<file path="src/sv/bcc_pkg.sv">
package bcc_pkg;

    // argument and result sizing
    localparam int ARG_WIDTH    = 16;
    localparam int RESULT_WIDTH = 64;
    localparam int PROD_W       = 64;                 // running product register
    localparam int HALF_W       = PROD_W / 2;         // multiplier split point
    localparam int OPD_W        = ARG_WIDTH + 1;      // 2n, n-i, i+1, n+1
    localparam int LO_W         = HALF_W + OPD_W;     // partial product width
    localparam int CNT_W        = $clog2(PROD_W);     // divider bit counter

    localparam logic [PROD_W-1:0] RES_MASK = {PROD_W{1'b1}} >> (PROD_W - RESULT_WIDTH);

    // datapath commands
    typedef logic [2:0] dp_op_t;
    localparam dp_op_t OP_NONE       = 3'd0;
    localparam dp_op_t OP_LOAD       = 3'd1;
    localparam dp_op_t OP_MUL_LO     = 3'd2;
    localparam dp_op_t OP_MUL_HI     = 3'd3;
    localparam dp_op_t OP_DIV_STEP   = 3'd4;
    localparam dp_op_t OP_COMMIT     = 3'd5;
    localparam dp_op_t OP_FINAL_LOAD = 3'd6;
    localparam dp_op_t OP_OUT        = 3'd7;

    typedef struct packed {
        logic steps_done;   // i == k
        logic catalan;      // current word is a Catalan request
        logic div_last;     // divider on its last bit
    } dp_status_t;

endpackage

</file>
<file path="src/sv/bcc_datapath.sv">
module bcc_datapath (
    input  logic                              clk,
    input  logic                              rst_n,
    input  bcc_pkg::dp_op_t                   op,
    input  logic                              kind,
    input  logic [bcc_pkg::ARG_WIDTH-1:0]     n_value,
    input  logic [bcc_pkg::ARG_WIDTH-1:0]     k_value,
    output bcc_pkg::dp_status_t               sts,
    output logic [63:0]                       result
);

    logic [bcc_pkg::OPD_W-1:0]  n_reg, n_next;
    logic [bcc_pkg::OPD_W-1:0]  k_reg, k_next;
    logic [bcc_pkg::OPD_W-1:0]  i_reg, i_next;
    logic                       cat_reg, cat_next;
    logic [bcc_pkg::PROD_W-1:0] prod_reg, prod_next;
    logic [bcc_pkg::LO_W-1:0]   lo_reg, lo_next;
    logic [bcc_pkg::PROD_W-1:0] q_reg, q_next;
    logic [bcc_pkg::OPD_W-1:0]  rem_reg, rem_next;
    logic [bcc_pkg::OPD_W-1:0]  dvs_reg, dvs_next;
    logic [bcc_pkg::CNT_W-1:0]  cnt_reg, cnt_next;
    logic [bcc_pkg::PROD_W-1:0] res_reg, res_next;

    logic [bcc_pkg::OPD_W-1:0]  n_ext, k_ext, n_dbl, n_diff;
    logic [bcc_pkg::OPD_W-1:0]  mfac;
    logic [bcc_pkg::LO_W-1:0]   lo_prod, hi_prod;
    logic [bcc_pkg::PROD_W-1:0] mul_sum;
    logic [bcc_pkg::OPD_W:0]    trial, trial_sub;
    logic                       trial_ge;

    assign n_ext  = {1'b0, n_value};
    assign k_ext  = {1'b0, k_value};
    assign n_dbl  = {n_value, 1'b0};
    assign n_diff = n_ext - k_ext;

    // factor n - i, product split in two 32-bit halves, low half multiplied first
    assign mfac    = n_reg - i_reg;
    assign lo_prod = prod_reg[bcc_pkg::HALF_W-1:0] * mfac;
    assign hi_prod = prod_reg[bcc_pkg::PROD_W-1:bcc_pkg::HALF_W] * mfac;
    assign mul_sum = bcc_pkg::PROD_W'(lo_reg)
                   + {hi_prod[bcc_pkg::HALF_W-1:0], {bcc_pkg::HALF_W{1'b0}}};

    // restoring divider, one quotient bit per cycle
    assign trial     = {rem_reg, q_reg[bcc_pkg::PROD_W-1]};
    assign trial_sub = trial - {1'b0, dvs_reg};
    assign trial_ge  = (trial >= {1'b0, dvs_reg});

    always_comb
    begin
        n_next    = n_reg;
        k_next    = k_reg;
        i_next    = i_reg;
        cat_next  = cat_reg;
        prod_next = prod_reg;
        lo_next   = lo_reg;
        q_next    = q_reg;
        rem_next  = rem_reg;
        dvs_next  = dvs_reg;
        cnt_next  = cnt_reg;
        res_next  = res_reg;
        unique case (op)
            bcc_pkg::OP_LOAD:
            begin
                i_next = '0;
                if (kind)
                begin
                    // C(2n, n): never swapped
                    cat_next  = 1'b1;
                    n_next    = n_dbl;
                    k_next    = n_ext;
                    prod_next = bcc_pkg::PROD_W'(1);
                end
                else
                begin
                    cat_next = 1'b0;
                    n_next   = n_ext;
                    if (k_ext > n_ext)
                    begin
                        k_next    = '0;
                        prod_next = '0;
                    end
                    else
                    begin
                        k_next    = (k_ext > n_diff) ? n_diff : k_ext;
                        prod_next = bcc_pkg::PROD_W'(1);
                    end
                end
            end
            bcc_pkg::OP_MUL_LO:
            begin
                lo_next = lo_prod;
            end
            bcc_pkg::OP_MUL_HI:
            begin
                q_next   = mul_sum & bcc_pkg::RES_MASK;
                rem_next = '0;
                dvs_next = i_reg + bcc_pkg::OPD_W'(1);
                cnt_next = '0;
            end
            bcc_pkg::OP_DIV_STEP:
            begin
                rem_next = trial_ge ? trial_sub[bcc_pkg::OPD_W-1:0]
                                    : trial[bcc_pkg::OPD_W-1:0];
                q_next   = {q_reg[bcc_pkg::PROD_W-2:0], trial_ge};
                cnt_next = cnt_reg + bcc_pkg::CNT_W'(1);
            end
            bcc_pkg::OP_COMMIT:
            begin
                prod_next = q_reg;
                i_next    = i_reg + bcc_pkg::OPD_W'(1);
            end
            bcc_pkg::OP_FINAL_LOAD:
            begin
                // Catalan: divide by n + 1 (k holds n)
                q_next   = prod_reg;
                rem_next = '0;
                dvs_next = k_reg + bcc_pkg::OPD_W'(1);
                cnt_next = '0;
            end
            bcc_pkg::OP_OUT:
            begin
                res_next = prod_reg;
            end
            default:
            begin
            end
        endcase
    end

    always_ff @(posedge clk or negedge rst_n)
    begin
        if (!rst_n)
        begin
            k_reg   <= '0;
            i_reg   <= '0;
            cat_reg <= 1'b0;
            cnt_reg <= '0;
        end
        else
        begin
            k_reg   <= k_next;
            i_reg   <= i_next;
            cat_reg <= cat_next;
            cnt_reg <= cnt_next;
        end
    end

    always_ff @(posedge clk)
    begin
        n_reg    <= n_next;
        prod_reg <= prod_next;
        lo_reg   <= lo_next;
        q_reg    <= q_next;
        rem_reg  <= rem_next;
        dvs_reg  <= dvs_next;
        res_reg  <= res_next;
    end

    assign sts.steps_done = (i_reg == k_reg);
    assign sts.catalan    = cat_reg;
    assign sts.div_last   = (cnt_reg == bcc_pkg::CNT_W'(bcc_pkg::PROD_W - 1));
    assign result         = 64'(res_reg);

endmodule

</file>
<file path="src/sv/bcc_controller.sv">
module bcc_controller (
    input  logic                clk,
    input  logic                rst_n,
    input  logic                in_valid,
    output logic                in_stall,
    output logic                out_valid,
    input  logic                out_stall,
    input  bcc_pkg::dp_status_t sts,
    output bcc_pkg::dp_op_t     op
);

    localparam logic [2:0] S_IDLE   = 3'd0;
    localparam logic [2:0] S_CHECK  = 3'd1;
    localparam logic [2:0] S_MUL_LO = 3'd2;
    localparam logic [2:0] S_MUL_HI = 3'd3;
    localparam logic [2:0] S_DIV    = 3'd4;
    localparam logic [2:0] S_COMMIT = 3'd5;
    localparam logic [2:0] S_OUT    = 3'd6;

    logic [2:0] state_reg, state_next;
    logic       final_reg, final_next;
    logic       ov_reg, ov_next;

    always_comb
    begin
        state_next = state_reg;
        final_next = final_reg;
        op         = bcc_pkg::OP_NONE;
        unique case (state_reg)
            S_IDLE:
            begin
                if (in_valid)
                begin
                    op         = bcc_pkg::OP_LOAD;
                    final_next = 1'b0;
                    state_next = S_CHECK;
                end
            end
            S_CHECK:
            begin
                priority if (!sts.steps_done)
                begin
                    state_next = S_MUL_LO;
                end
                else if (sts.catalan && !final_reg)
                begin
                    op         = bcc_pkg::OP_FINAL_LOAD;
                    final_next = 1'b1;
                    state_next = S_DIV;
                end
                else
                begin
                    state_next = S_OUT;
                end
            end
            S_MUL_LO:
            begin
                op         = bcc_pkg::OP_MUL_LO;
                state_next = S_MUL_HI;
            end
            S_MUL_HI:
            begin
                op         = bcc_pkg::OP_MUL_HI;
                state_next = S_DIV;
            end
            S_DIV:
            begin
                op = bcc_pkg::OP_DIV_STEP;
                if (sts.div_last)
                begin
                    state_next = S_COMMIT;
                end
            end
            S_COMMIT:
            begin
                op         = bcc_pkg::OP_COMMIT;
                state_next = final_reg ? S_OUT : S_CHECK;
            end
            S_OUT:
            begin
                // wait for the output register to free up
                if (!ov_reg || !out_stall)
                begin
                    op         = bcc_pkg::OP_OUT;
                    state_next = S_IDLE;
                end
            end
            default:
            begin
                state_next = S_IDLE;
            end
        endcase
    end

    always_comb
    begin
        ov_next = ov_reg;
        priority if (op == bcc_pkg::OP_OUT)
        begin
            ov_next = 1'b1;
        end
        else if (ov_reg && !out_stall)
        begin
            ov_next = 1'b0;
        end
    end

    always_ff @(posedge clk or negedge rst_n)
    begin
        if (!rst_n)
        begin
            state_reg <= S_IDLE;
            final_reg <= 1'b0;
            ov_reg    <= 1'b0;
        end
        else
        begin
            state_reg <= state_next;
            final_reg <= final_next;
            ov_reg    <= ov_next;
        end
    end

    assign in_stall  = (state_reg != S_IDLE);
    assign out_valid = ov_reg;

endmodule

</file>
<file path="src/sv/binomial_catalan_calculator_core.sv">
// Channel  Direction  Handshake            Payload
// in       input      in_valid / in_stall   kind, n_value[15:0], k_value[15:0]
// out      output     out_valid / out_stall result[63:0]
//
// A word runs min(k, n-k) multiply-divide steps for C(n,k), plus a final
//   divide by n+1 on a Catalan word (k = n over 2n). Each step is two
//   32-bit partial multiplies, a restoring divide by i+1, and a
//   commit/check pair. The next word can be taken once the result is registered.
// Most of the time goes to the divider (one quotient bit per cycle).
// Reset: asynchronous, active low; the block comes up idle with no result.
// A result waiting on out_stall sits in the output register; the next word
//   is taken once the datapath is idle, so in and out overlap by one word.
module binomial_catalan_calculator_core (
    input  logic                          clk,
    input  logic                          rst_n,
    input  logic                          in_valid,
    output logic                          in_stall,
    input  logic                          kind,
    input  logic [bcc_pkg::ARG_WIDTH-1:0] n_value,
    input  logic [bcc_pkg::ARG_WIDTH-1:0] k_value,
    output logic                          out_valid,
    input  logic                          out_stall,
    output logic [63:0]                   result
);

    bcc_pkg::dp_op_t     op;
    bcc_pkg::dp_status_t sts;

    // sequencer: decides the step order, owns the handshakes
    bcc_controller u_ctl (
        .clk       (clk),
        .rst_n     (rst_n),
        .in_valid  (in_valid),
        .in_stall  (in_stall),
        .out_valid (out_valid),
        .out_stall (out_stall),
        .sts       (sts),
        .op        (op)
    );

    // running product, split multiplier, serial divider, output register
    bcc_datapath u_dp (
        .clk     (clk),
        .rst_n   (rst_n),
        .op      (op),
        .kind    (kind),
        .n_value (n_value),
        .k_value (k_value),
        .sts     (sts),
        .result  (result)
    );

`ifndef NO_ASSERTIONS
    // a fresh result only appears after a busy cycle
    a_out_after_work: assert property (@(posedge clk) disable iff (!rst_n)
        $rose(out_valid) |-> $past(in_stall))
        else $error("result raised without work in progress");

    // an accepted word makes the block busy
    a_busy_after_accept: assert property (@(posedge clk) disable iff (!rst_n)
        (in_valid && !in_stall) |=> in_stall)
        else $error("block not busy after accepting a word");

    // C(n,0) needs no multiply-divide steps
    a_k_zero_no_steps: assert property (@(posedge clk) disable iff (!rst_n)
        (in_valid && !in_stall && !kind && k_value == '0) |=> sts.steps_done)
        else $error("step count not zero for k of zero");
`endif

endmodule
</file>
<file path="config.mk">
export PLATFORM = sky130hd
export DESIGN_NAME = binomial_catalan_calculator_core
export DESIGN_NICKNAME = d
export VERILOG_FILES = /design/src/sv/bcc_pkg.sv /design/src/sv/bcc_datapath.sv /design/src/sv/bcc_controller.sv /design/src/sv/binomial_catalan_calculator_core.sv
export SDC_FILE = /design/constraint.sdc
export NUM_CORES = 2
export LEC_CHECK = 0
export ABC_CLOCK_PERIOD_IN_PS = 16270
export BUFFER_PORTS_ARGS = -buffer_cell sky130_fd_sc_hd__buf_4
export CAP_MARGIN = 20
export CELL_PAD_IN_SITES_DETAIL_PLACEMENT = 1
export CELL_PAD_IN_SITES_GLOBAL_PLACEMENT = 2
export CORE_UTILIZATION = 45
export CTS_BUF_LIST = sky130_fd_sc_hd__clkbuf_8
export DETAILED_ROUTE_END_ITERATION = 6
export GPL_TIMING_DRIVEN = 1
export PLACE_DENSITY = 0.95
export SYNTH_ARGS = -nofsm -noshare
export SYNTH_HDL_FRONTEND = slang
export SYNTH_SLANG_ARGS = --single-unit
</file>
<file path="constraint.sdc">
create_clock -name clk -period 16.27 [get_ports clk]
set_input_delay 1.627 -clock clk [delete_from_list [all_inputs] [get_ports clk]]
set_output_delay 1.627 -clock clk [all_outputs]
set_load 0.005 [all_outputs]
</file>
==> summary.md <==
| Metric | Value |
|---|---|
| Commonest non-fill, non-tap cell in the layout | inv_1 |
| Ys Warns | 0 |
| Actual slew at the worst max-slew pin | 1.10 ns |
| Syn_area_per_cell | 9.55 sq um |
| Largest net degree at the start of global routing | 80 |
| CTS resizes | 0 |
| Register Area | approximately 10000 sq um |
| GPL Wtd Cong | 0.889 |
| Share of the cycle needed by the critical path after routing | 65.2% |
| Worst Hold Class | register to register |
| Number of global-route vias before repair | approximately 40000 |
| Starting Density | between 40% and 50% |
| Clk_lat worst skew | around 0.74 ns |
| Number of CTS-inserted buffers | 66 |
| Hold path depth | 2 |
| CTS sink count | 338 |
| # hold bufs at CTS | 0 |
| Achievable frequency | between 0.09 and 0.1 GHz |
| Setup Viol. Count Final | 0 |
| Clock transition at path regs | 0.06 ns |
| Most frequent cells in the layout | 1008 x inv_1, 771 x fa_1, 696 x nand2_1 |
| Synth Cell Area | roughly 46000 sq um |
| Synth cell types | 79 |
| Die height | 323 microns |
| Setup Fix Bufs, Post-CTS | 0 |
| Port-buffer cells | around 100 |
| Initial antenna violation count | 2 |
| Post-synth top area share | between 30% and 40% |
| #FFs+latches synth | roughly 340 |
| Crit start category | register |
| Via Count | approximately 35000 |
| Max H-tree Level | 3 |
| Number of vias per cell | approximately 5.5 |
| Slew headroom | 26.4% |
| R2R cell count | 33 |
| Post-synth EDFFs | 292 |
| Rows | approximately 120 |
| First-pass GRT wire length | about 220 mm |
| DRC Markers | 0 |
| Synth Instances | 4861 |
| Layout fillers | 11507 |
| CP max FO | 50 |
| Nets | 5942 |
| Overflow after GRT | 0 |
| CP delay by family, top | adder cells |
| Dpl hpwl | between 100 and 150 mm |
| Clk root buf | clkbuf_8 |
| Period minus WS final | roughly 11 ns |
| Most used cell, CP | fa_1 |
| Routed wire length | roughly 140 mm |
| Slowest-stage cell, CP | a2111oi_0 |
| Core region area | 102000 sq um |
| Post-synth ARST share | roughly 14% |
| Ratio of cells with drive above 1 in the final layout | 6.80% |
| Sequential share of the synthesized area | a little over a fifth |
| WP data required | around 17 ns |
| Critical setup path kind | register to register |
| CTS tree | built |
| Commonest register cell after synthesis | edfxtp_1 |
| WL per Instance | between 20 and 25 microns |
| Status | completed |
| Post-synth net total | a little under 6000 |
| WP data arrival | around 11 ns |
| RSZ-0062 raised after global routing | false |
| Clk_skew | about 0.037 ns |
| Total track usage | about 28% |
| TNS Setup | 0 ns |
| Final Hold Viols | 0 |
| Post-route ant nets | 0 |
| Crit. End Element | register |
| I/O Pins | around 100 |
| Die width | about 320 microns |
| Fin. max-slew vios | 0 |
| Area growth from synthesis to layout | 7.98% |
| Max cap viols | 0 |
| Die ar. | 104000 sq um |
| Pre-Repair DR Iteration Count | 7 |
| DR iter-0 viols | 2443 |
| Levels on crit path | 33 |
| Clock buffer depth | 3 |
| CP peak stage delay | 0.73 ns |
| Buf/Inv on CP | 5 |
| Area occupied by multi-input gates | roughly 32000 sq um |
| Largest cells by area after synthesis | fa_1 33%, edfxtp_1 19%, inv_1 8.0% |
| Dominant cell type by area after synthesis | fa_1 |
-- synth_stat cells (all sizes together), types with 29 or more instances --
| cell | n |
|---|---|
| fa | 772 |
| dfrtp | 46 |
| xnor2 | 129 |
| nand2 | 696 |
| ha | 275 |
| nand3 | 36 |
| o21ai | 130 |
| a22oi | 31 |
| a21o | 50 |
| nor2 | 127 |
| edfxtp | 292 |
| nor2b | 39 |
| xor2 | 68 |
| o21a | 29 |
| a222oi | 34 |
| and2 | 317 |
| clkbuf | 238 |
| nand2b | 123 |
| inv | 993 |
| a21oi | 96 |
-- kinds of logic (layout without fill, tap and decap cells) --
family | after synthesis | in the layout | synth area share [%]
AO/OA/AOI/OAI | 523 | 523 | 7.74
AND/OR/NAND/NOR | 1474 | 1474 | 15.4
adder cells (fa/ha/maj) | 1047 | 1047 | 40.7
XOR/XNOR | 201 | 201 | 3.94
other | 0 | 3 | 0
flip-flops | 338 | 338 | 21.4
multiplexers | 37 | 37 | 0.843
buffers and inverters | 1241 | 1290 | 10.0
-- worst paths after layout --
path,start,to,slack (ns)
worst max-delay path,u_dp.i_reg[1],u_dp.q_reg[63],5.67
worst min-delay path,u_dp.cat_reg,u_dp.cat_reg,0.47
worst max register to register,u_dp.i_reg[1],u_dp.q_reg[63],5.67
worst min register to register,u_dp.cat_reg,u_dp.cat_reg,0.47
max in group asynchronous,rst_n,u_dp.k_reg[16],14.90
min in group asynchronous,rst_n,u_ctl.out_valid,0.93
-- through the flow --
step	util (%)	cell area, sq um	cells	hold WS (ns)	setup slack, ns
3_3_place_gp	47.8	48700	6158	0.453	6.25
3_5_place_dp	47.8	48700	6158	0.459	5.95
6_report	49.1	50100	6281	0.473	5.67
2_1_floorplan	-	46400	4861	0.424	7.37
5_1_grt	49.1	50100	6279	0.514	5.07
4_1_cts	49.1	50100	6278	0.473	5.76
-- final cells by class --
cell class	instances	area share (%)
multi-input combinational	3282	63.9
antenna	3	0.0150
tap	1368	3.41
clock inverter	50	0.873
clock buffer	70	1.92
timing repair buffer	177	2.65
sequential	338	19.8
inverter	993	7.44
-- worst min-delay path: stages, from the launching register on --
cell and delay [ns]:
dfrtp_1 0.34, nand2_1 0.05, nand2_1 0.05
-- metal layers --
layer | global-route usage [%] | part of all wire [%]
met5 | 0 | 0
met3 | 4.58 | 6.7
met4 | 10.4 | 3.3
met2 | 47.8 | 49
met1 | 34.9 | 41
Power is not shown: default switching activity piles up to over one toggle a cycle in this logic, so the estimate is an artifact.
